--- config.mk ---
export PLATFORM = sky130hd
export DESIGN_NAME = crd_sqrt_pipe
export DESIGN_NICKNAME = d
export VERILOG_FILES = /design/src/hdl/camera_ray_direction_defines.svh /design/src/hdl/crd_pkg.sv /design/src/hdl/crd_sqrt_pipe.sv
export SDC_FILE = /design/constraint.sdc
export NUM_CORES = 2
export LEC_CHECK = 0
export BUFFER_PORTS_ARGS = -buffer_cell sky130_fd_sc_hd__buf_2
export CAP_MARGIN = 20
export CELL_PAD_IN_SITES_DETAIL_PLACEMENT = 0
export CELL_PAD_IN_SITES_GLOBAL_PLACEMENT = 1
export CORE_AREA = 5 5 641 643
export DETAILED_ROUTE_END_ITERATION = 10
export DIE_AREA = 0 0 646 648
export PLACE_DENSITY = 0.83
export SLEW_MARGIN = 20
export SYNTH_ARGS = -nofsm -noshare
export SYNTH_HDL_FRONTEND = slang
export SYNTH_SLANG_ARGS = --single-unit
--- constraint.sdc ---
create_clock -name clk -period 5.47 [get_ports clk]
set_input_delay 1.094 -clock clk [delete_from_list [all_inputs] [get_ports clk]]
set_output_delay 1.094 -clock clk [all_outputs]
set_load 0.02 [all_outputs]
--- src/hdl/camera_ray_direction_defines.svh ---
// Assertion helpers for the camera ray direction RTL
`ifndef CAMERA_RAY_DIRECTION_DEFINES_SVH
`define CAMERA_RAY_DIRECTION_DEFINES_SVH

// Same-cycle implication, quiet during reset
`define CRD_ASSERT_NOW(name, pre, post, msg) \
  name: assert property (@(posedge clk) disable iff (rst) (pre) |-> (post)) \
    else $error(msg);

// Next-cycle implication, quiet during reset
`define CRD_ASSERT_NEXT(name, pre, post, msg) \
  name: assert property (@(posedge clk) disable iff (rst) (pre) |=> (post)) \
    else $error(msg);

`endif

--- src/hdl/crd_pkg.sv ---
package crd_pkg;

  // Normalized magnitude, sum of squares, root and quotient widths
  localparam int MAG_N  = 30;
  localparam int S_W    = 62;
  localparam int ROOT_W = 31;
  localparam int Q_W    = 17;
  localparam int REM_W  = 48;
  localparam int COMP_W = 21;
  localparam int DIR_W  = 18;
  localparam int VEC_W  = 63;
  localparam logic [Q_W-1:0] Q_ONE = Q_W'(65536);

  typedef enum logic [2:0] {
    REG_IMAGE_WIDTH  = 3'd0,
    REG_IMAGE_HEIGHT = 3'd1,
    REG_PIXEL_PITCH  = 3'd2,
    REG_RIGHT_AXIS   = 3'd3,
    REG_UP_AXIS      = 3'd4,
    REG_LOOK_AT      = 3'd5,
    REG_EYE          = 3'd6
  } reg_index_t;

  // Data that rides along the root and divide stages
  typedef struct packed {
    logic                        zero;
    logic [2:0]                  neg;
    logic [2:0][MAG_N-1:0]       mag;
  } side_t;

  // Pull one signed Q6.14 component out of a packed vector
  function automatic logic signed [COMP_W-1:0] vec_comp(input logic [VEC_W-1:0] v,
                                                         input int idx);
    logic [VEC_W-1:0] s;
    s = v >> (COMP_W * idx);
    return s[COMP_W-1:0];
  endfunction

endpackage

--- src/hdl/crd_sqrt_pipe.sv ---
module crd_sqrt_pipe
  import crd_pkg::*;
(
  input  logic              clk,
  input  logic              rst,
  input  logic              en,
  input  logic              in_valid,
  input  logic [S_W-1:0]    in_sum,
  input  side_t             in_side,
  output logic              out_valid,
  output logic [ROOT_W-1:0] out_root,
  output side_t             out_side
);

  logic              vld  [0:ROOT_W];
  logic [S_W-1:0]    rem  [0:ROOT_W];
  logic [ROOT_W-1:0] root [0:ROOT_W];
  side_t             side [0:ROOT_W];

  assign vld[0]  = in_valid;
  assign rem[0]  = in_sum;
  assign root[0] = '0;
  assign side[0] = in_side;

  // One root bit per stage, most significant first
  for (genvar g = 0; g < ROOT_W; g++) begin : g_step
    localparam int K = ROOT_W - 1 - g;
    logic [S_W-1:0] trial;
    logic           take;

    assign trial = ((S_W'(root[g])) << (K + 1)) + (S_W'(1) << (2 * K));
    assign take  = rem[g] >= trial;

    always_ff @(posedge clk) begin
      if (rst) begin
        vld[g+1] <= 1'b0;
      end else if (en) begin
        vld[g+1] <= vld[g];
      end
    end

    always_ff @(posedge clk) begin
      if (en) begin
        rem[g+1]  <= take ? rem[g] - trial : rem[g];
        root[g+1] <= take ? root[g] | (ROOT_W'(1) << K) : root[g];
        side[g+1] <= side[g];
      end
    end
  end

  assign out_valid = vld[ROOT_W];
  assign out_root  = root[ROOT_W];
  assign out_side  = side[ROOT_W];

endmodule

## Word level (Yosys, flattened, before mapping)

Index checks and enable logic that the tools add are counted.

- Register bits: 5,766
- Input port bits: 160
- Output and inout bits: 126
- Logic and storage cells: 399

- $add $sub $neg: 60
- Order comparisons: 31
- Mux-type cells: 31

Operators with widths:

| operator | number |
|---|---|
| $mux W62 | 30 |
| $add A61 B59 Y62 const B | 1 |
| $ge A62 B33 Y1 | 1 |
| $ge A62 B34 Y1 | 1 |
| $ge A62 B35 Y1 | 1 |
| $ge A62 B36 Y1 | 1 |
| $ge A62 B37 Y1 | 1 |
| $ge A62 B38 Y1 | 1 |
| $ge A62 B39 Y1 | 1 |
| $ge A62 B40 Y1 | 1 |
| $ge A62 B41 Y1 | 1 |
| $ge A62 B42 Y1 | 1 |
| $ge A62 B43 Y1 | 1 |
| $ge A62 B44 Y1 | 1 |
| $ge A62 B45 Y1 | 1 |
| $ge A62 B46 Y1 | 1 |
| $ge A62 B47 Y1 | 1 |
| $ge A62 B48 Y1 | 1 |
| $ge A62 B49 Y1 | 1 |
| $ge A62 B50 Y1 | 1 |
| $ge A62 B51 Y1 | 1 |
| $ge A62 B52 Y1 | 1 |
| $ge A62 B53 Y1 | 1 |
| $ge A62 B54 Y1 | 1 |
| other kinds (69) | 69 |

## Depth between registers and ports, before layout

- Word-level depth: 3
- Depth in mapped cells: 16
- Mapped depth without buffers: 13

## Worst setup path before layout

OpenSTA, ideal clock, no wires.

- Path kind: register -> register
- From: reg rem[140] (netlist bit)
- To: reg rem[122] (netlist bit) (data pin)
- Library setup time: 0.259 ns
- Data arrival time: 3.251 ns
- Required time: 5.211 ns
- Path slack: 1.961 ns
- Stages on the path, launching flop included: 13
- Buffers on the path: 0
- Clock period less this slack: 3.509 ns
- Cell sequence: edfxtp_1 ha_1 nand3_2 or4_1 a211oi_2 nor3_1 o31ai_4 a41oi_2 clkinv_2 nand2_1 or3_4 or4_4 xnor2_2

- Longest elaborated chain between the ends: 2
- Elaborated cells between the ends (all ways): 3
- Classes of those cells: add/sub (1); order compare (1); mux (1)

RTL lines:

| item | RTL line | text |
|---|---|---|
| start, declared | crd_sqrt_pipe.sv:16 | `logic [S_W-1:0] rem [0:ROOT_W];` |
| start signal, assigned by index | crd_sqrt_pipe.sv:44 | `rem[g+1] <= take ? rem[g] - trial : rem[g];` |
| $ge A62 B34 Y1 | crd_sqrt_pipe.sv:32 | `assign take = rem[g] >= trial;` |
| via g_step[29].take | crd_sqrt_pipe.sv:29 | `logic take;` |
| $mux W62 | crd_sqrt_pipe.sv:44 |  |

The timed path passes the listed nets, and every way through them passes these cells.
A chain may end at the register's enable or synchronous reset.

## Worst setup path in the final report

- From: reg rem[129] (netlist bit)
- To: reg rem[117] (netlist bit) (data pin)

- Longest elaborated chain between the ends: 2
- Elaborated cells between the ends (all ways): 3
- Classes of those cells: add/sub (1); order compare (1); mux (1)

RTL lines:

| item | RTL line |
|---|---|
| $sub A62 B34 Y62 / $ge A62 B34 Y1 (equally long branches) | crd_sqrt_pipe.sv:44, crd_sqrt_pipe.sv:32 |
| $mux W62 * | crd_sqrt_pipe.sv:44 |

Mark *: on every way between the ends. The rest lies on a longest branch, timed or not.

==> qor.log <==
qor: outcome.outcome finished clean
qor: power.comb_power_share 0.114
qor: run.timing.max_cap.violations 0
qor: power.cell_internal_pwr 73.83 mW
qor: cells_and_area.commonest_non_fill_non_tap_cells_in_the_layout sky130_fd_sc_hd__edfxtp_1 (5270), sky130_fd_sc_hd__inv_1 (655), sky130_fd_sc_hd__nor2_1 (609), sky130_fd_sc_hd__a21oi_1 (568), sky130_fd_sc_hd__nand2_1 (554)
qor: setup_path.worst_r2r_startpoint rem[129]
qor: die.floorplan.die_area 0.4186 mm2
qor: power.vdd_drop_max 0.3570 mV
qor: synth.yosys.area_share.xor_xnor 0.03599
qor: cts.clock_sink_count 5301
qor: cts.post_cts_resized 0
qor: cts.clk-insertion-delay-late 1010 ps
qor: setup_path.ff2ff_setup_slack 1050 ps
qor: sta.final-hold-violation-count 0
qor: die.top_level_ports 286
qor: global_route.wire_length_of_the_first_global_routing_pass 561100 um
qor: sta.setup_repair_after_global_routing_missed_its_margin false
qor: cells_and_area.drive_above_1_share 0.1046
qor: sta.fin_skew 42.06 ps
qor: synth.post_synthesis_net_count 12640
qor: place.dpl.hpwl 242500 um
qor: global_route.antenna_violations_before_repair 7
qor: cts.cts.clk_slew.worst_paths 60 ps
qor: power.power_frac_seq 0.526
qor: cells_and_area.flow.area_growth_from_synthesis 12.87%
qor: synth.synth_compound_area_frac 0.05107
qor: synth.ys_ff_latch 5301
qor: synth.largest_family_of_logic_cells_by_synthesized_area simple AND/OR/NAND/NOR gates
qor: cts.post_cts_hold_fix_bufs 0
qor: global_route.first_global_vias 100200
qor: synth.count_of_flip_flops_with_a_built_in_enable_after_synthesis 5270
qor: drt.detailedRoute.firstIterationViolations 6209
qor: place.dpl_worst_slack 1003 ps
qor: min_path.hold_depth 1
qor: cells_and_area.fillers 30900
qor: cts.cts.root.buffer_cell sky130_fd_sc_hd__clkbuf_16
qor: drt.routed_wirelength 359200 um
qor: setup_path.worstSetupPathType flop to flop
qor: synth.synth_simple_gate_area_share 0.06678
qor: setup_path.critical_path_peak_fanout 10
qor: cts.h-tree-depth 6
qor: power.power.total 97.66 mW
qor: drt.drtPass1Iterations 8
qor: synth.share_of_yosys_cell_area_claimed_by_the_top_area_cell_type 0.7855
qor: synth.synth_top_cells_by_area sky130_fd_sc_hd__edfxtp_1 (79%), sky130_fd_sc_hd__ha_1 (3.3%), sky130_fd_sc_hd__xnor2_1 (1.8%), sky130_fd_sc_hd__xor2_1 (1.7%), sky130_fd_sc_hd__a21oi_1 (1.4%)
qor: synth.post_synth_instance_area 0.2015 mm2
qor: setup_path.critical_path.endpoint rem[117]
qor: synth.synth_adder_area_share 0.03261
qor: setup_path.endpoint_kind flop
qor: sta.timing.hold.ws 262.9 ps
qor: cts.post_cts_buffers 0
qor: setup_path.critPathLaunch rem[129]
qor: sta.finalWorstPathRequiredPeriod 4416 ps
qor: sta.finalWorstSetupSlack 1054 ps
qor: cts.cts-root-to-sink-buffers 4
qor: power.p_sw_frac 0.2440
qor: place.post_dp_cell_area 0.2103 mm2
qor: synth.async_reset_ff_frac 0
qor: synth.muxShareOfSynthArea 0.005745
qor: drt.drt-vias-per-instance 5.227
qor: synth.post_synth.cell_area_avg 16.85 um2
qor: die.design.core.area 0.4046 mm2
qor: drt.dr_total_vias 96990
qor: cells_and_area.seqCellArea 0.1589 mm2
qor: setup_path.worst_setup_path_start_kind flop
qor: power.pwr_density_cell 429.5 mW/mm2
qor: setup_path.data_required_time_at_the_worst_endpoint 6200 ps
qor: synth.synth_cell_type_count 102
qor: die.die_height 648 um
qor: drt.drcViolationCount 0
qor: drt.avgRoutedWirePerCell 19.36 um
qor: global_route.pin_count_of_the_biggest_net_entering_global_routing 180
qor: place.port_buffers 285
qor: synth.postSynth.topFlopCell sky130_fd_sc_hd__edfxtp_1
qor: synth.synth_largest_area_cell sky130_fd_sc_hd__edfxtp_1
qor: sta.final-setup-viol-count 0
qor: sta.fmax 226.5 MHz
qor: cells_and_area.finish.instance_area 0.2274 mm2
qor: cells_and_area.multi_input_area 0.03882 mm2
qor: cells_and_area.design.final.nets 13370
qor: power.p_clk_frac 0.360
qor: cts.clock_tree_from_tritoncts built
qor: power.power.switching 23.83 mW
qor: synth.ys_warn_count 0
qor: cells_and_area.layout_commonest_cell sky130_fd_sc_hd__edfxtp_1
qor: sta.slew-limit-headroom 0.2319
qor: die.initial_core_util 0.4979
qor: synth.sequential_to_total_area_share_from_yosys_stat 0.7886
qor: synth.netlist_instances 11950
qor: sta.tns 0 ps
qor: sta.worstMarginPinSlew 1142 ps
qor: global_route.leftover_overflow_at_the_end_of_global_routing 0
qor: sta.drv_slew 0
qor: drt.route.antenna.remaining_nets 0
qor: power.leakage 81.42 nW
qor: die.die_w 646 um
qor: cts.numCtsBuffers 539
qor: global_route.globalRouteTotalUtil 0.1703
qor: setup_path.critical_path_arrival 5150 ps
qor: setup_path.worst-r2r-cell-count 12
qor: setup_path.regToRegEndpoint rem[117]
qor: min_path.timing.hold.worst.class primary input to flop
qor: place.gpl.final_weighted_congestion 0.8998
qor: sta.min_period_over_period 0.8073
qor: die.placementRows 234
-- per-layer routing --
metal	routed length [um]	vias to the layer above	track usage	share of wire
li1	-	47120	-	-
met1	134200	47130	0.1880	0.37
met2	194400	1947	0.3225	0.54
met3	13340	800	0.02581	0.037
met4	17220	0	0.07505	0.048
met5	0	-	0	0
-- logic make-up after synthesis --
| family | count (synthesis) |
|---|---|
| AOI/OAI and AO/OA | 1661 |
| xor gates and xnor gates | 827 |
| adders and majority gates | 525 |
| buffers and inverters | 927 |
| DFF | 5301 |
| muxes | 107 |
| and+or+nand+nor | 2605 |
-- metrics by stage --
| stage | std cells | utilization |
|---|---|---|
| 5_1_grt | 18550 | 0.5620 |
| 3_5_place_dp | 17580 | 0.5199 |
| 2_1_floorplan | 11950 | - |
| 6_report | 18560 | 0.5620 |
| 4_1_cts | 18550 | 0.5619 |
| 3_3_place_gp | 17580 | 0.5198 |
-- critical path: stages (launching register included) --
cell                        delay [ps]
sky130_fd_sc_hd__edfxtp_1          400
sky130_fd_sc_hd__ha_1              390
sky130_fd_sc_hd__nor3_1            240
sky130_fd_sc_hd__a2111oi_0         170
sky130_fd_sc_hd__o2111ai_1         440
sky130_fd_sc_hd__a2111oi_0         210
sky130_fd_sc_hd__buf_4             190
sky130_fd_sc_hd__a211oi_1          470
sky130_fd_sc_hd__o21ai_0           270
sky130_fd_sc_hd__a311oi_1          590
sky130_fd_sc_hd__and3_1            490
sky130_fd_sc_hd__nand4b_1          160
sky130_fd_sc_hd__xnor2_1           150
-- worst min path at each step --
stage | slack [ps] | endpoint | from
floorplan | 400 | out_side[0] | side[94]
global placement | 400 | side[2270] | side[2364]
detailed placement | 400 | out_side[12] | side[106]
CTS | 130 | side[2913] | in_side[93]
global route | 170 | side[2863] | in_side[43]
finish | 260 | side[2913] | in_side[93]
-- cell usage after synthesis, drive strengths merged (34+ instances only) --
cell and n:
o21a 92, or2 34, or4 68, o21ai 407
mux2i 41, nand2b 109, nor4b 45, nand2 554
edfxtp 5270, nor2b 83, a21o 205, nand4 138
nand3 137, buf 126, ha 525, a21oi 568
xnor2 426, o211ai 36, a211oi 53, clkbuf 144
xor2 401, o31ai 42, nor2 609, o21bai 47
nor4 313, and3 37, inv 656, mux2 66
or3 91, nor3 249
-- flip-flops by register name, summed over array words and instances, names as in the netlist --
signal,cells
out_root,31
out_side,94
out_valid,1
rem,1860
root,465
side,2820
vld,30
-- final cells by class --
class	instances	share of cell area
antenna	6	0.00006603
timing repair buffer	464	0.01494
tap	5428	0.02987
sequential	5301	0.6987
inverter	657	0.01085
multi-input combinational	5725	0.1707
clock inverter	306	0.01210
clock buffer	668	0.06278
-- power by group through the flow --
stage / clock (mW) / sequential, mW / combinational [mW]
6_report: 35.1 / 51.3 / 11.2
5_1_grt: 38.1 / 51.7 / 12.4
4_1_cts: 36.2 / 51.4 / 11.2
3_5_place_dp: 0 / 52.1 / 11.1
3_3_place_gp: 0 / 52.0 / 11.1
2_1_floorplan: 0 / 51.2 / 7.92
Note: power is estimated with default switching activity, not from simulation.
